===== src/sv/cpvl_pkg.sv =====
// ----------------------------------------------------------------------------
// cpvl_pkg
// Shared types, widths and constants for the Cartesian P velocity limiter.
// ----------------------------------------------------------------------------
package cpvl_pkg;

	// Field widths
	localparam int POS_W   = 24;  // Q3.20 position / velocity
	localparam int ERR_W   = 25;  // target - now, exact
	localparam int COEF_W  = 16;  // Q1.14 rotation coefficient
	localparam int GAIN_W  = 16;  // Q8.8 unsigned gain
	localparam int LIM_W   = 23;  // unsigned Q3.20 limit
	localparam int CFG_W   = 48;  // widest config register
	localparam int ACC_W   = 43;  // sum of three coef * err products
	localparam int R_W     = 29;  // rotated error after >> 14
	localparam int MUL_A_W = 29;  // shared multiplier, operand a
	localparam int MUL_B_W = 17;  // shared multiplier, operand b
	localparam int PROD_W  = MUL_A_W + MUL_B_W;
	localparam int VF_W    = PROD_W - 8;  // product after >> 8
	localparam int AXES    = 3;

	// Rounding offsets (half an LSB after the shift)
	localparam logic signed [ACC_W-1:0]  ROT_HALF  = ACC_W'(8192);
	localparam logic signed [PROD_W-1:0] GAIN_HALF = PROD_W'(128);

	// Speed saturation bounds
	localparam logic signed [VF_W-1:0] SPD_MAX = VF_W'(64'sd8388607);
	localparam logic signed [VF_W-1:0] SPD_MIN = VF_W'(-64'sd8388608);

	// Limit reset value: 0.3 m/s
	localparam logic [LIM_W-1:0] SPEED_RESET = LIM_W'(314573);

	// Work queue between front and back
	localparam int QDEPTH = 2;
	localparam int QPTR_W = 1;
	localparam int QCNT_W = 2;

	// Configuration register indexes
	typedef enum logic [2:0] {
		REG_ROT_ROW0    = 3'd0,
		REG_ROT_ROW1    = 3'd1,
		REG_ROT_ROW2    = 3'd2,
		REG_AXIS_GAINS  = 3'd3,
		REG_MAX_SPEED_X = 3'd4,
		REG_MAX_SPEED_Y = 3'd5,
		REG_MAX_SPEED_Z = 3'd6
	} cfg_reg_t;

	// Position error word passed through the queue
	typedef struct packed {
		logic signed [ERR_W-1:0] ex;
		logic signed [ERR_W-1:0] ey;
		logic signed [ERR_W-1:0] ez;
	} err_t;

	// Configuration snapshot seen by the back end
	typedef struct packed {
		logic [CFG_W-1:0] rot_row0;
		logic [CFG_W-1:0] rot_row1;
		logic [CFG_W-1:0] rot_row2;
		logic [CFG_W-1:0] axis_gains;
		logic [LIM_W-1:0] max_speed_x;
		logic [LIM_W-1:0] max_speed_y;
		logic [LIM_W-1:0] max_speed_z;
	} cfg_t;

	// Result word
	typedef struct packed {
		logic signed [POS_W-1:0] speed_x;
		logic signed [POS_W-1:0] speed_y;
		logic signed [POS_W-1:0] speed_z;
		logic [AXES-1:0]         held_mask;
	} res_t;

	// Back-end sequencer states
	typedef enum logic [2:0] {
		ST_IDLE,
		ST_MAC,
		ST_RND,
		ST_GMUL,
		ST_LIM,
		ST_DONE
	} bk_state_t;

	// Saturate a rounded speed to 24 bits
	function automatic logic signed [POS_W-1:0] sat_speed(input logic signed [VF_W-1:0] v);
		logic signed [POS_W-1:0] r;
		if (v > SPD_MAX)
			r = SPD_MAX[POS_W-1:0];
		else if (v < SPD_MIN)
			r = SPD_MIN[POS_W-1:0];
		else
			r = v[POS_W-1:0];
		return r;
	endfunction

	// Clamp a stored speed to +/- limit
	function automatic logic signed [POS_W-1:0] clamp_speed(
		input logic signed [POS_W-1:0] s,
		input logic [LIM_W-1:0]        lim
	);
		logic signed [POS_W:0] s_w;
		logic signed [POS_W:0] hi;
		logic signed [POS_W:0] lo;
		logic signed [POS_W:0] r;
		s_w = {s[POS_W-1], s};
		hi  = {2'b00, lim};
		lo  = -hi;
		if (s_w > hi)
			r = hi;
		else if (s_w < lo)
			r = lo;
		else
			r = s_w;
		return r[POS_W-1:0];
	endfunction

endpackage


===== src/sv/cartesian_p_velocity_limiter.sv =====
// ----------------------------------------------------------------------------
// cartesian_p_velocity_limiter
// Proportional Cartesian velocity command with per-axis speed limit.
// ----------------------------------------------------------------------------
// Input channel (in_valid / in_stall): one word carries target and measured
// positions, Q3.20. The front end takes it and pushes the error into a
// two-entry queue; in_stall rises only while that queue is full.
// Output channel (out_valid / out_stall): one word per input, arm-frame
// speeds in Q3.20 and a held mask, bit per axis.
// The back end works one word at a time: per axis it runs three rotation
// multiplies, a round, a gain multiply and a limit step on one shared
// 29x17 multiplier, plus load and hand-off, and takes no new word until
// the last is handed off; this loop sets the throughput.
// A finished word waits in the output register while out_stall is high;
// the back end holds its next result until that register frees, and the
// front end keeps filling the queue meanwhile.
// Reset clears the queue and the previous speeds, sets rotation and gains
// to zero and all three limits to 0.3 m/s. Configuration is written through
// cfg_we / cfg_index / cfg_data, by the user only while the block is idle;
// the block does not enforce this. Unused indexes are ignored.
// ----------------------------------------------------------------------------
module cartesian_p_velocity_limiter (
	input  logic                              clk,
	input  logic                              arst_n,
	// configuration
	input  logic                              cfg_we,
	input  logic [2:0]                        cfg_index,
	input  logic [cpvl_pkg::CFG_W-1:0]        cfg_data,
	// input words
	input  logic                              in_valid,
	output logic                              in_stall,
	input  logic signed [cpvl_pkg::POS_W-1:0] target_x,
	input  logic signed [cpvl_pkg::POS_W-1:0] target_y,
	input  logic signed [cpvl_pkg::POS_W-1:0] target_z,
	input  logic signed [cpvl_pkg::POS_W-1:0] now_x,
	input  logic signed [cpvl_pkg::POS_W-1:0] now_y,
	input  logic signed [cpvl_pkg::POS_W-1:0] now_z,
	// output words
	output logic                              out_valid,
	input  logic                              out_stall,
	output logic signed [cpvl_pkg::POS_W-1:0] speed_x,
	output logic signed [cpvl_pkg::POS_W-1:0] speed_y,
	output logic signed [cpvl_pkg::POS_W-1:0] speed_z,
	output logic [cpvl_pkg::AXES-1:0]         held_mask
);

	cpvl_pkg::cfg_t  cfg_q;
	cpvl_pkg::err_t  push_data;
	cpvl_pkg::err_t  head;
	cpvl_pkg::res_t  res;
	cpvl_pkg::res_t  out_q;
	logic            push;
	logic            pop;
	logic            q_full;
	logic            head_valid;
	logic            slot_free;
	logic            res_load;
	logic            out_valid_q;

	// Configuration registers
	always_ff @(posedge clk or negedge arst_n) begin
		if (!arst_n) begin
			cfg_q.rot_row0    <= '0;
			cfg_q.rot_row1    <= '0;
			cfg_q.rot_row2    <= '0;
			cfg_q.axis_gains  <= '0;
			cfg_q.max_speed_x <= cpvl_pkg::SPEED_RESET;
			cfg_q.max_speed_y <= cpvl_pkg::SPEED_RESET;
			cfg_q.max_speed_z <= cpvl_pkg::SPEED_RESET;
		end else if (cfg_we) begin
			unique case (cfg_index)
				cpvl_pkg::REG_ROT_ROW0:    cfg_q.rot_row0    <= cfg_data;
				cpvl_pkg::REG_ROT_ROW1:    cfg_q.rot_row1    <= cfg_data;
				cpvl_pkg::REG_ROT_ROW2:    cfg_q.rot_row2    <= cfg_data;
				cpvl_pkg::REG_AXIS_GAINS:  cfg_q.axis_gains  <= cfg_data;
				cpvl_pkg::REG_MAX_SPEED_X: cfg_q.max_speed_x <= cfg_data[cpvl_pkg::LIM_W-1:0];
				cpvl_pkg::REG_MAX_SPEED_Y: cfg_q.max_speed_y <= cfg_data[cpvl_pkg::LIM_W-1:0];
				cpvl_pkg::REG_MAX_SPEED_Z: cfg_q.max_speed_z <= cfg_data[cpvl_pkg::LIM_W-1:0];
				default: ;
			endcase
		end
	end

	// Front end: error and queue push
	cpvl_front u_front (
		.in_valid (in_valid),
		.in_stall (in_stall),
		.target_x (target_x),
		.target_y (target_y),
		.target_z (target_z),
		.now_x    (now_x),
		.now_y    (now_y),
		.now_z    (now_z),
		.q_full   (q_full),
		.q_push   (push),
		.q_data   (push_data)
	);

	// Work queue
	cpvl_queue u_queue (
		.clk        (clk),
		.arst_n     (arst_n),
		.push       (push),
		.push_data  (push_data),
		.pop        (pop),
		.full       (q_full),
		.head_valid (head_valid),
		.head       (head)
	);

	// Back end: rotation, gain, limit
	cpvl_back u_back (
		.clk       (clk),
		.arst_n    (arst_n),
		.cfg       (cfg_q),
		.q_valid   (head_valid),
		.q_head    (head),
		.q_pop     (pop),
		.slot_free (slot_free),
		.res_load  (res_load),
		.res       (res)
	);

	// Output register
	assign slot_free = ~out_valid_q | ~out_stall;

	always_ff @(posedge clk or negedge arst_n) begin
		if (!arst_n)
			out_valid_q <= 1'b0;
		else if (res_load)
			out_valid_q <= 1'b1;
		else if (!out_stall)
			out_valid_q <= 1'b0;
	end

	always_ff @(posedge clk) begin
		if (res_load)
			out_q <= res;
	end

	assign out_valid = out_valid_q;
	assign speed_x   = out_q.speed_x;
	assign speed_y   = out_q.speed_y;
	assign speed_z   = out_q.speed_z;
	assign held_mask = out_q.held_mask;

endmodule


===== src/sv/cpvl_front.sv =====
// ----------------------------------------------------------------------------
// cpvl_front
// Input side: takes a position word, forms the base-frame error and
// pushes it into the work queue.
// ----------------------------------------------------------------------------
module cpvl_front (
	input  logic                               in_valid,
	output logic                               in_stall,
	input  logic signed [cpvl_pkg::POS_W-1:0]  target_x,
	input  logic signed [cpvl_pkg::POS_W-1:0]  target_y,
	input  logic signed [cpvl_pkg::POS_W-1:0]  target_z,
	input  logic signed [cpvl_pkg::POS_W-1:0]  now_x,
	input  logic signed [cpvl_pkg::POS_W-1:0]  now_y,
	input  logic signed [cpvl_pkg::POS_W-1:0]  now_z,
	input  logic                               q_full,
	output logic                               q_push,
	output cpvl_pkg::err_t                     q_data
);

	// Hold off the sender while the queue is full
	assign in_stall = q_full;
	assign q_push   = in_valid & ~q_full;

	// Exact 25-bit error per axis
	always_comb begin
		q_data.ex = {target_x[cpvl_pkg::POS_W-1], target_x} - {now_x[cpvl_pkg::POS_W-1], now_x};
		q_data.ey = {target_y[cpvl_pkg::POS_W-1], target_y} - {now_y[cpvl_pkg::POS_W-1], now_y};
		q_data.ez = {target_z[cpvl_pkg::POS_W-1], target_z} - {now_z[cpvl_pkg::POS_W-1], now_z};
	end

endmodule


===== src/sv/cpvl_queue.sv =====
// ----------------------------------------------------------------------------
// cpvl_queue
// Two-entry queue of error words between the front and back ends.
// ----------------------------------------------------------------------------
module cpvl_queue (
	input  logic           clk,
	input  logic           arst_n,
	input  logic           push,
	input  cpvl_pkg::err_t push_data,
	input  logic           pop,
	output logic           full,
	output logic           head_valid,
	output cpvl_pkg::err_t head
);

	cpvl_pkg::err_t                  mem_q [cpvl_pkg::QDEPTH];
	logic [cpvl_pkg::QPTR_W-1:0]     wr_ptr_q;
	logic [cpvl_pkg::QPTR_W-1:0]     rd_ptr_q;
	logic [cpvl_pkg::QCNT_W-1:0]     count_q;

	assign full       = (count_q == cpvl_pkg::QCNT_W'(cpvl_pkg::QDEPTH));
	assign head_valid = (count_q != '0);
	assign head       = mem_q[rd_ptr_q];

	// Pointers and fill count
	always_ff @(posedge clk or negedge arst_n) begin
		if (!arst_n) begin
			wr_ptr_q <= '0;
			rd_ptr_q <= '0;
			count_q  <= '0;
		end else begin
			if (push)
				wr_ptr_q <= wr_ptr_q + 1'b1;
			if (pop)
				rd_ptr_q <= rd_ptr_q + 1'b1;
			if (push && !pop)
				count_q <= count_q + 1'b1;
			else if (pop && !push)
				count_q <= count_q - 1'b1;
		end
	end

	// Storage
	always_ff @(posedge clk) begin
		if (push)
			mem_q[wr_ptr_q] <= push_data;
	end

endmodule


===== src/sv/cpvl_back.sv =====
// ----------------------------------------------------------------------------
// cpvl_back
// Compute sequencer: rotation, gain and limit on one shared 29x17
// multiplier, one axis at a time. Holds the previous speeds.
// ----------------------------------------------------------------------------
module cpvl_back (
	input  logic           clk,
	input  logic           arst_n,
	input  cpvl_pkg::cfg_t cfg,
	input  logic           q_valid,
	input  cpvl_pkg::err_t q_head,
	output logic           q_pop,
	input  logic           slot_free,
	output logic           res_load,
	output cpvl_pkg::res_t res
);

	cpvl_pkg::bk_state_t state_q, state_d;

	logic [1:0] axis_q;
	logic [1:0] step_q;

	cpvl_pkg::err_t                            err_q;
	logic signed [cpvl_pkg::ACC_W-1:0]         acc_q;
	logic signed [cpvl_pkg::PROD_W-1:0]        prod_q;
	logic signed [cpvl_pkg::R_W-1:0]           r_q;
	logic signed [cpvl_pkg::POS_W-1:0]         last_q [cpvl_pkg::AXES];
	logic signed [cpvl_pkg::POS_W-1:0]         vres_q [cpvl_pkg::AXES];
	logic [cpvl_pkg::AXES-1:0]                 held_q;

	logic [cpvl_pkg::CFG_W-1:0]                row;
	logic signed [cpvl_pkg::COEF_W-1:0]        coef;
	logic signed [cpvl_pkg::ERR_W-1:0]         e_sel;
	logic [cpvl_pkg::GAIN_W-1:0]               gain;
	logic [cpvl_pkg::LIM_W-1:0]                lim;
	logic signed [cpvl_pkg::MUL_A_W-1:0]       mul_a;
	logic signed [cpvl_pkg::MUL_B_W-1:0]       mul_b;
	logic signed [cpvl_pkg::PROD_W-1:0]        mul_p;
	logic signed [cpvl_pkg::ACC_W-1:0]         acc_sum;
	logic signed [cpvl_pkg::PROD_W-1:0]        v_rnd;
	logic signed [cpvl_pkg::POS_W-1:0]         v_sat;
	logic signed [cpvl_pkg::POS_W:0]           v_mag;
	logic                                      over;
	logic signed [cpvl_pkg::POS_W-1:0]         v_out;

	// Per-axis operand selection
	always_comb begin
		unique case (axis_q)
			2'd0: begin
				row  = cfg.rot_row0;
				gain = cfg.axis_gains[15:0];
				lim  = cfg.max_speed_x;
			end
			2'd1: begin
				row  = cfg.rot_row1;
				gain = cfg.axis_gains[31:16];
				lim  = cfg.max_speed_y;
			end
			default: begin
				row  = cfg.rot_row2;
				gain = cfg.axis_gains[47:32];
				lim  = cfg.max_speed_z;
			end
		endcase
		unique case (step_q)
			2'd0: begin
				coef  = row[15:0];
				e_sel = err_q.ex;
			end
			2'd1: begin
				coef  = row[31:16];
				e_sel = err_q.ey;
			end
			default: begin
				coef  = row[47:32];
				e_sel = err_q.ez;
			end
		endcase
	end

	// Shared multiplier: coef * err during the rotation, r * gain after it
	always_comb begin
		if (state_q == cpvl_pkg::ST_GMUL) begin
			mul_a = r_q;
			mul_b = {1'b0, gain};
		end else begin
			mul_a = {{(cpvl_pkg::MUL_A_W - cpvl_pkg::ERR_W){e_sel[cpvl_pkg::ERR_W-1]}}, e_sel};
			mul_b = {coef[cpvl_pkg::COEF_W-1], coef};
		end
	end
	assign mul_p = mul_a * mul_b;

	// Accumulate; the rounding half is preloaded into the accumulator
	assign acc_sum = acc_q + prod_q[cpvl_pkg::ACC_W-1:0];

	// Gain rounding, saturation and limit test
	always_comb begin
		v_rnd = prod_q + cpvl_pkg::GAIN_HALF;
		v_sat = cpvl_pkg::sat_speed(v_rnd[cpvl_pkg::PROD_W-1:8]);
		v_mag = v_sat[cpvl_pkg::POS_W-1] ? -{v_sat[cpvl_pkg::POS_W-1], v_sat}
		                                 : {v_sat[cpvl_pkg::POS_W-1], v_sat};
		over  = (v_mag > {2'b00, lim});
		v_out = over ? cpvl_pkg::clamp_speed(last_q[axis_q], lim) : v_sat;
	end

	// State register
	always_ff @(posedge clk or negedge arst_n) begin
		if (!arst_n)
			state_q <= cpvl_pkg::ST_IDLE;
		else
			state_q <= state_d;
	end

	// Next state and handshake outputs
	always_comb begin
		state_d  = state_q;
		q_pop    = 1'b0;
		res_load = 1'b0;
		unique case (state_q)
			cpvl_pkg::ST_IDLE: begin
				if (q_valid) begin
					q_pop   = 1'b1;
					state_d = cpvl_pkg::ST_MAC;
				end
			end
			cpvl_pkg::ST_MAC: begin
				if (step_q == 2'd2)
					state_d = cpvl_pkg::ST_RND;
			end
			cpvl_pkg::ST_RND:  state_d = cpvl_pkg::ST_GMUL;
			cpvl_pkg::ST_GMUL: state_d = cpvl_pkg::ST_LIM;
			cpvl_pkg::ST_LIM: begin
				if (axis_q == 2'd2)
					state_d = cpvl_pkg::ST_DONE;
				else
					state_d = cpvl_pkg::ST_MAC;
			end
			cpvl_pkg::ST_DONE: begin
				if (slot_free) begin
					res_load = 1'b1;
					state_d  = cpvl_pkg::ST_IDLE;
				end
			end
			default: state_d = cpvl_pkg::ST_IDLE;
		endcase
	end

	// Axis and step counters, previous speeds
	always_ff @(posedge clk or negedge arst_n) begin
		if (!arst_n) begin
			axis_q <= '0;
			step_q <= '0;
			for (int i = 0; i < cpvl_pkg::AXES; i++)
				last_q[i] <= '0;
		end else begin
			unique case (state_q)
				cpvl_pkg::ST_IDLE: begin
					axis_q <= '0;
					step_q <= '0;
				end
				cpvl_pkg::ST_MAC: begin
					if (step_q != 2'd2)
						step_q <= step_q + 1'b1;
				end
				cpvl_pkg::ST_LIM: begin
					last_q[axis_q] <= v_out;
					axis_q         <= axis_q + 1'b1;
					step_q         <= '0;
				end
				default: ;
			endcase
		end
	end

	// Datapath registers
	always_ff @(posedge clk) begin
		unique case (state_q)
			cpvl_pkg::ST_IDLE: begin
				if (q_valid)
					err_q <= q_head;
			end
			cpvl_pkg::ST_MAC: begin
				prod_q <= mul_p;
				acc_q  <= (step_q == 2'd0) ? cpvl_pkg::ROT_HALF : acc_sum;
			end
			cpvl_pkg::ST_RND: begin
				r_q <= acc_sum[cpvl_pkg::ACC_W-1:14];
			end
			cpvl_pkg::ST_GMUL: begin
				prod_q <= mul_p;
			end
			cpvl_pkg::ST_LIM: begin
				vres_q[axis_q] <= v_out;
				held_q[axis_q] <= over;
			end
			default: ;
		endcase
	end

	// Result word
	always_comb begin
		res.speed_x   = vres_q[0];
		res.speed_y   = vres_q[1];
		res.speed_z   = vres_q[2];
		res.held_mask = held_q;
	end

endmodule


===== config.mk =====
export PLATFORM = sky130hd
export DESIGN_NAME = cartesian_p_velocity_limiter
export DESIGN_NICKNAME = d
export VERILOG_FILES = /design/src/sv/cpvl_pkg.sv /design/src/sv/cartesian_p_velocity_limiter.sv /design/src/sv/cpvl_front.sv /design/src/sv/cpvl_queue.sv /design/src/sv/cpvl_back.sv
export SDC_FILE = /design/constraint.sdc
export NUM_CORES = 2
export LEC_CHECK = 0
export ABC_CLOCK_PERIOD_IN_PS = 9930
export BUFFER_PORTS_ARGS = -buffer_cell sky130_fd_sc_hd__buf_2
export CORE_MARGIN = 1
export CORE_UTILIZATION = 57
export DETAILED_ROUTE_END_ITERATION = 10
export PLACE_DENSITY_LB_ADDON = 0.2
export SYNTH_ARGS = -nofsm -noshare
export SYNTH_HDL_FRONTEND = slang
export SYNTH_SLANG_ARGS = --single-unit

===== constraint.sdc =====
create_clock -name clk -period 9.93 [get_ports clk]
set_input_delay 1.986 -clock clk [delete_from_list [all_inputs] [get_ports clk]]
set_output_delay 1.986 -clock clk [all_outputs]
set_load 0.005 [all_outputs]

======== Yosys cells after proc, flatten, opt, wreduce, memory -nomap -nowiden ========
Memories as Yosys holds them, arrays and structs flattened. A register that Yosys moved wholly into a read port is not among the register bits.
Index checks and enable logic that the tools add are counted.
Widths: inputs -> output; s select.
storage, ports and cells
  register bits after elaboration ......... 469
  bits in latches ......................... 0
  RAM bits ................................ 222
  memory bits (read-only) ................. 0
  input port bits ......................... 200
  word-level logic and storage cells ...... 143
  memories ................................ 2
operators by class
  $add $sub $neg .......................... 13
  multipliers ............................. 1
  divide/modulo/power cells ............... 0
  magnitude comparators ................... 9
  equal/unequal tests ..................... 22
  shift operators ......................... 0
  mux-type cells .......................... 42
  bitwise operators ....................... 6
  reduce and logical (&&, ||, !) cells .... 26
memories
  name           depth  width  read ports  clocked after Yosys merged registers in  write ports  line              source
  u_queue.mem_q  2      75     1           1                                        1            cpvl_queue.sv:16  cpvl_pkg::err_t mem_q [cpvl_pkg::QDEPTH];
  u_back.vres_q  3      24     3           3                                        1            cpvl_back.sv:28   logic signed [cpvl_pkg::POS_W-1:0] vres_q [cpvl_pkg::AXES];
operators with widths
  kind                   count
  $mux 24                8
  $pmux 48 s2            1
  $sub 24x24->25         3
  $bwmux 72              1
  $pmux 16 s2            2
  $pmux 25 s2            1
  $bmux 24 s2            1
  $demux 24 s2           1
  $add 46x9->46 const B  1
  $mul 29x17->46         1
  $pmux 23 s2            1
  $add 43x43->43         1
  $gt 38x24->1 const B   1
  $lt 38x24->1 const B   1
  $mux 29                1
  $gt 25x23->1           1
  $lt 24x25->1           1
  $mux 25                1
  $neg 23->25            1
  $neg 25->25            1
  $gt 24x24->1           1
  $pmux 3 s6             1
  $reduce_and 2->1       9
  $mux 17                1
  31 further kinds       77

======== Longest topological paths before layout ========
  depth in word-level cells ............... 9
  depth in mapped cells ................... 41
  mapped depth without buffers ............ 31

======== Hierarchy ========
From an unflattened synthesis, not the netlist that was laid out.
unflattened totals
  cell total of the unflattened synthesis .. 5649
  area, all modules ....................... 60882.1 um2
modules (own cells, without submodules)
  module                        times used  cells an instance  area an instance (um2)  seq. area each (um2)
  cpvl_back                     1           4205               39024.9                 10024.6
  cartesian_p_velocity_limiter  1           634                12224.2                 8846.0
  cpvl_queue                    1           249                5755.5                  4604.4
  cpvl_front                    1           561                3877.5                  0.0

======== Worst setup path after synthesis ========
OpenSTA, ideal clock, no wires.
  kind .................................... flip-flop to flip-flop
  from .................................... register u_back.axis_q[0]
  to ...................................... register u_back.prod_q[42] in the netlist's numbering (data pin)
  arrival ................................. 9983 ps
  data required time ...................... 9672 ps
  setup slack ............................. -311 ps
  cell stages (with the launch flop) ...... 38
  path buffers ............................ 10
  period minus slack after synthesis ...... 10241 ps
  path through ............................ dfrtp_1 > clkbuf_1 > clkbuf_1 > clkbuf_1 > inv_1 > ha_1 > clkbuf_1 > nor2_1 > clkbuf_1 > clkbuf_1 > buf_1 > buf_1 > nand2_1 > nand2_1 > a21oi_1 > a21oi_1 > clkbuf_1 > clkbuf_1 > [... 2 more ...] > inv_1 > fa_1 > inv_1 > fa_1 > inv_1 > fa_1 > fa_1 > fa_1 > ha_1 > and3_1 > and4_1 > a21oi_1 > o211ai_1 > a31o_2 > o211ai_1 > or3b_2 > a21oi_1 > xnor2_1
on the way
  cells in the longest elaborated chain, start to end .. 5
  elaborated cells on any way between the ends .. 7
  classes of those cells .................. mul (1); eq/ne (1); mux (4); reduce/logical (1)
RTL lines
  item                                                  line              source
  from (decl)                                           cpvl_back.sv:20   logic [1:0] axis_q;
  from (signal assigned)                                cpvl_back.sv:167  axis_q <= axis_q + 1'b1;
  $eq 2x1->1 / $logic_not 2->1 (equally long branches)  cpvl_back.sv:48   unique case (axis_q)
  $pmux 48 s2                                           cpvl_back.sv:48
  $pmux 16 s2                                           cpvl_back.sv:65   unique case (step_q)
  $mux 17 *                                             cpvl_back.sv:83   if (state_q == cpvl_pkg::ST_GMUL) begin
  $mul 29x17->46 *                                      cpvl_back.sv:91   assign mul_p = mul_a * mul_b;
  via u_back.mul_p (one bit)                            cpvl_back.sv:38   logic signed [cpvl_pkg::PROD_W-1:0] mul_p;
  to (signal assigned)                                  cpvl_back.sv:183  prod_q <= mul_p;
  to (signal assigned)                                  cpvl_back.sv:190  prod_q <= mul_p;
  to (decl)                                             cpvl_back.sv:25   logic signed [cpvl_pkg::PROD_W-1:0] prod_q;
Mark *: on every way through the listed nets, which the timed path passes. The rest lies on a longest branch.
A chain may end at the register's enable or synchronous reset.

======== Final worst setup path ========
  from .................................... register u_back.axis_q[0]
  to ...................................... register u_back.prod_q[31] in the netlist's numbering (data pin)
The elaborated chain is that of the path after synthesis.

==> results.md <==
- Post-synthesis async set-or-reset flop share: 0.412
- Clk Latency, worst-skew pair: 0.69 ns
- Avg WL per Cell: between 20 and 25 um
- Slowest-stage cell, CP: o41ai_1
- Synth Area in XOR/XNOR: 0.0272
- Gr usage total: 0.288
- Slew Limit Fails: 0
- DRT iter0 DRCs: about 3200
- Critical Path AT: around 9.4 ns
- GPL Wtd Cong: 0.969
- Crit end category: flop
- Worst path required time: around 10 ns
- Sequential Area: approximately 23000 um^2
- Core Util, Final: 0.637
- Vias in the first global route: 41873
- Std cell rows: roughly 120
- Largest net degree at the start of global routing: ~140
- Cell variety after synth: 81
- Yosys warns: 0
- R2r setup slk: approximately 0.9 ns
- Clk sink count: roughly 840
- R2r endpoint: u_back.prod_q[31]
- RSZ-0062 raised after global routing: no
- Die Width: 324 um
- Peak per-stage delay on the critical path: ~0.61 ns
- Clock-pin slew on the worst setup and hold paths: 0.07 ns
- Setup TNS: 0 ns
- Tcrit/Tclk final: 0.908
- IO buf count: around 280
- CP max FO: 37
- Die area: about 110000 um^2
- Final ANT Viol Nets: 0
- Adder-Cell Fraction of Synth Area: 0.226
- Core area: between 100000 and 150000 um^2
- Clock skew: about 0.028 ns
- Global-route wire length before repair: 234000 um
- Synth Area per Inst: approximately 11 um^2
- Initial antenna violation count: 5
- Post-synthesis register bit count: 838
- DRC viols: 0
- Endpoint, Worst Hold: speed_x[6]
- Top cells by area, synth: edfxtp_1 25%, fa_1 16%, dfrtp_1 13%, mux2_2 6.5%, ha_1 6.4%
- Drt pass-1 iters: 6
- Max-Slew Margin vs Limit: 0.176
- Setup bufs post-CTS: 0
- H-Tree Depth: 3
- Synth area leader: edfxtp_1
- Area grow syn2layout: 10.2%
- Critical path launch point type: flop
- Slew @ Worst Pin: approximately 1.2 ns
- Total Routed Length: 148000 um
- CTS tree: done
- Largest family of logic cells by synthesized area: adder cells
- DR vias: 41611
- Run status: finished clean
- Post-synth EDFFs: roughly 490
- Synth top cells by count: 659 x inv_1, 493 x edfxtp_1, 480 x fa_1, 460 x nand2_1, 439 x nor2_1
- Proportion of synthesized area in mux cells: 0.0783
- Final worst path period need: 9.01 ns
- Synth Area in Compound Gates: 0.106
- Gr ovfl total: 0
- Post-synth top area share: 0.250
- R2r worst-path depth: 28
- Synth Area in Simple Gates: 0.109
- # resized after CTS: 0
- Seq/Total Area, Yosys: 0.397
- Ports: between 200 and 300
- Achievable frequency: 0.111 GHz
- Vias per cell: 5.81
- Final setup violation count: 0
- Num CTS Buffers: 85
- Fillers: about 8100
- Share of layout cells above drive strength 1: 0.165
- Height of the die: around 320 um
- Clock root buffer: clkbuf_16
- HP Start: u_back.vres_q[0][6]
- Max Cap Viol: 0
- Main synth FF type: edfxtp_1
- Crit Path Class: flop to flop
- Mapped Cells: between 5000 and 6000
- Final hold vios: 0
- Area occupied by multi-input gates: 32500 um^2
- Nets@finish: roughly 6700
- Top cell by count, worst path: fa_1
- Clk buf depth: 3
- Syn_nets: 6463
- Cell Area, Synth: 59200 um^2
- Hold buffer count at CTS: 0
- Placed wire-length estimate: roughly 110000 um
- Hold path cells: 0
- Initial Util: 0.578
- Most frequent cell after synthesis: inv_1
- FF-to-FF Start: u_back.axis_q[0]
- Worst hold path class: flop to flop
## metrics by stage
stage | worst slack (ns) | hold WS (ns) | instances | instance area (um^2)
5_1_grt | 0.425 | 0.421 | 7160 | 65200
2_1_floorplan | 0.0576 | 0.400 | 5480 | 59200
3_3_place_gp | 1.15 | 0.401 | 7002 | 62400
6_report | 0.915 | 0.415 | 7163 | 65200
3_5_place_dp | 0.987 | 0.405 | 7002 | 62400
4_1_cts | 0.966 | 0.416 | 7158 | 65200
## critical path, delay by kind of cell, from the launching register on
kind / cells / cell delay [ns]
xor gates and xnor gates: 1 / 0.09
DFF: 1 / 0.46
AOI/OAI and AO/OA: 11 / 3.18
adders and majority gates: 8 / 3.82
buffers and inverters: 5 / 0.79
and+or+nand+nor: 3 / 0.34
## layout make-up
type | instances | share of cell area
Antenna cell | 5 | 0.000192
Inverter | 659 | 0.0379
Sequential cell | 838 | 0.360
Timing Repair Buffer | 372 | 0.0330
Multi-Input combinational cell | 3765 | 0.499
Tap cell | 1368 | 0.0262
Clock buffer | 105 | 0.0347
Clock inverter | 51 | 0.00888
## how the worst max path moves through the flow
| stage | from | end | slack [ns] | cells past startpoint |
|---|---|---|---|---|
| after CTS | u_back.step_q[0] | u_back.prod_q[31] | 0.97 | 25 |
| after detailed placement | u_back.step_q[0] | u_back.prod_q[45] | 0.99 | 28 |
| after global routing | u_back.axis_q[0] | u_back.prod_q[31] | 0.43 | 28 |
| after floorplan | u_back.axis_q[0] | u_back.prod_q[42] | 0.06 | 37 |
| after global placement | u_back.step_q[0] | u_back.prod_q[45] | 1.15 | 28 |
| final | u_back.axis_q[0] | u_back.prod_q[31] | 0.92 | 28 |
## placed cells by master, fill, tap and decap left out, types with 237 or more instances in the layout
cell type,Yosys,routed
nand2_1,460,459
inv_1,659,657
edfxtp_1,493,493
fa_1,480,480
nor2_1,439,436
ha_1,303,299
a21oi_1,239,237
mux2_2,343,343
buf_2,3,275
dfrtp_1,315,314
## routing by layer
layer  vias up  track usage  routed length [um]
li1      19284            -                   -
met1     20672        0.384               62300
met2      1394        0.467               69300
met3       261       0.0577               11100
met4         0        0.109                5230
met5         -            0                   0
## state kept, by name, summed over array words and instances, names as in the netlist, 29 cells and up
signal	flops
u_back.acc_q	43
u_back.r_q	29
u_back.vres_q	72
u_back.last_q	72
u_queue.mem_q	150
u_back.prod_q	46
u_back.err_q	75
cfg_q	261
## kinds of logic (layout without fill, tap and decap cells)
family                     Yosys count  in the layout
and+or+nand+nor                   1409           1409
AOI/OAI and AO/OA                  969            969
buffers and inverters              877           1187
DFF                                838            838
adders and majority gates          783            783
muxes                              420            420
xor gates and xnor gates           184            184
other                                0              5
Power is not shown: default switching activity piles up to over one toggle a cycle in this logic, so the estimate is an artifact.
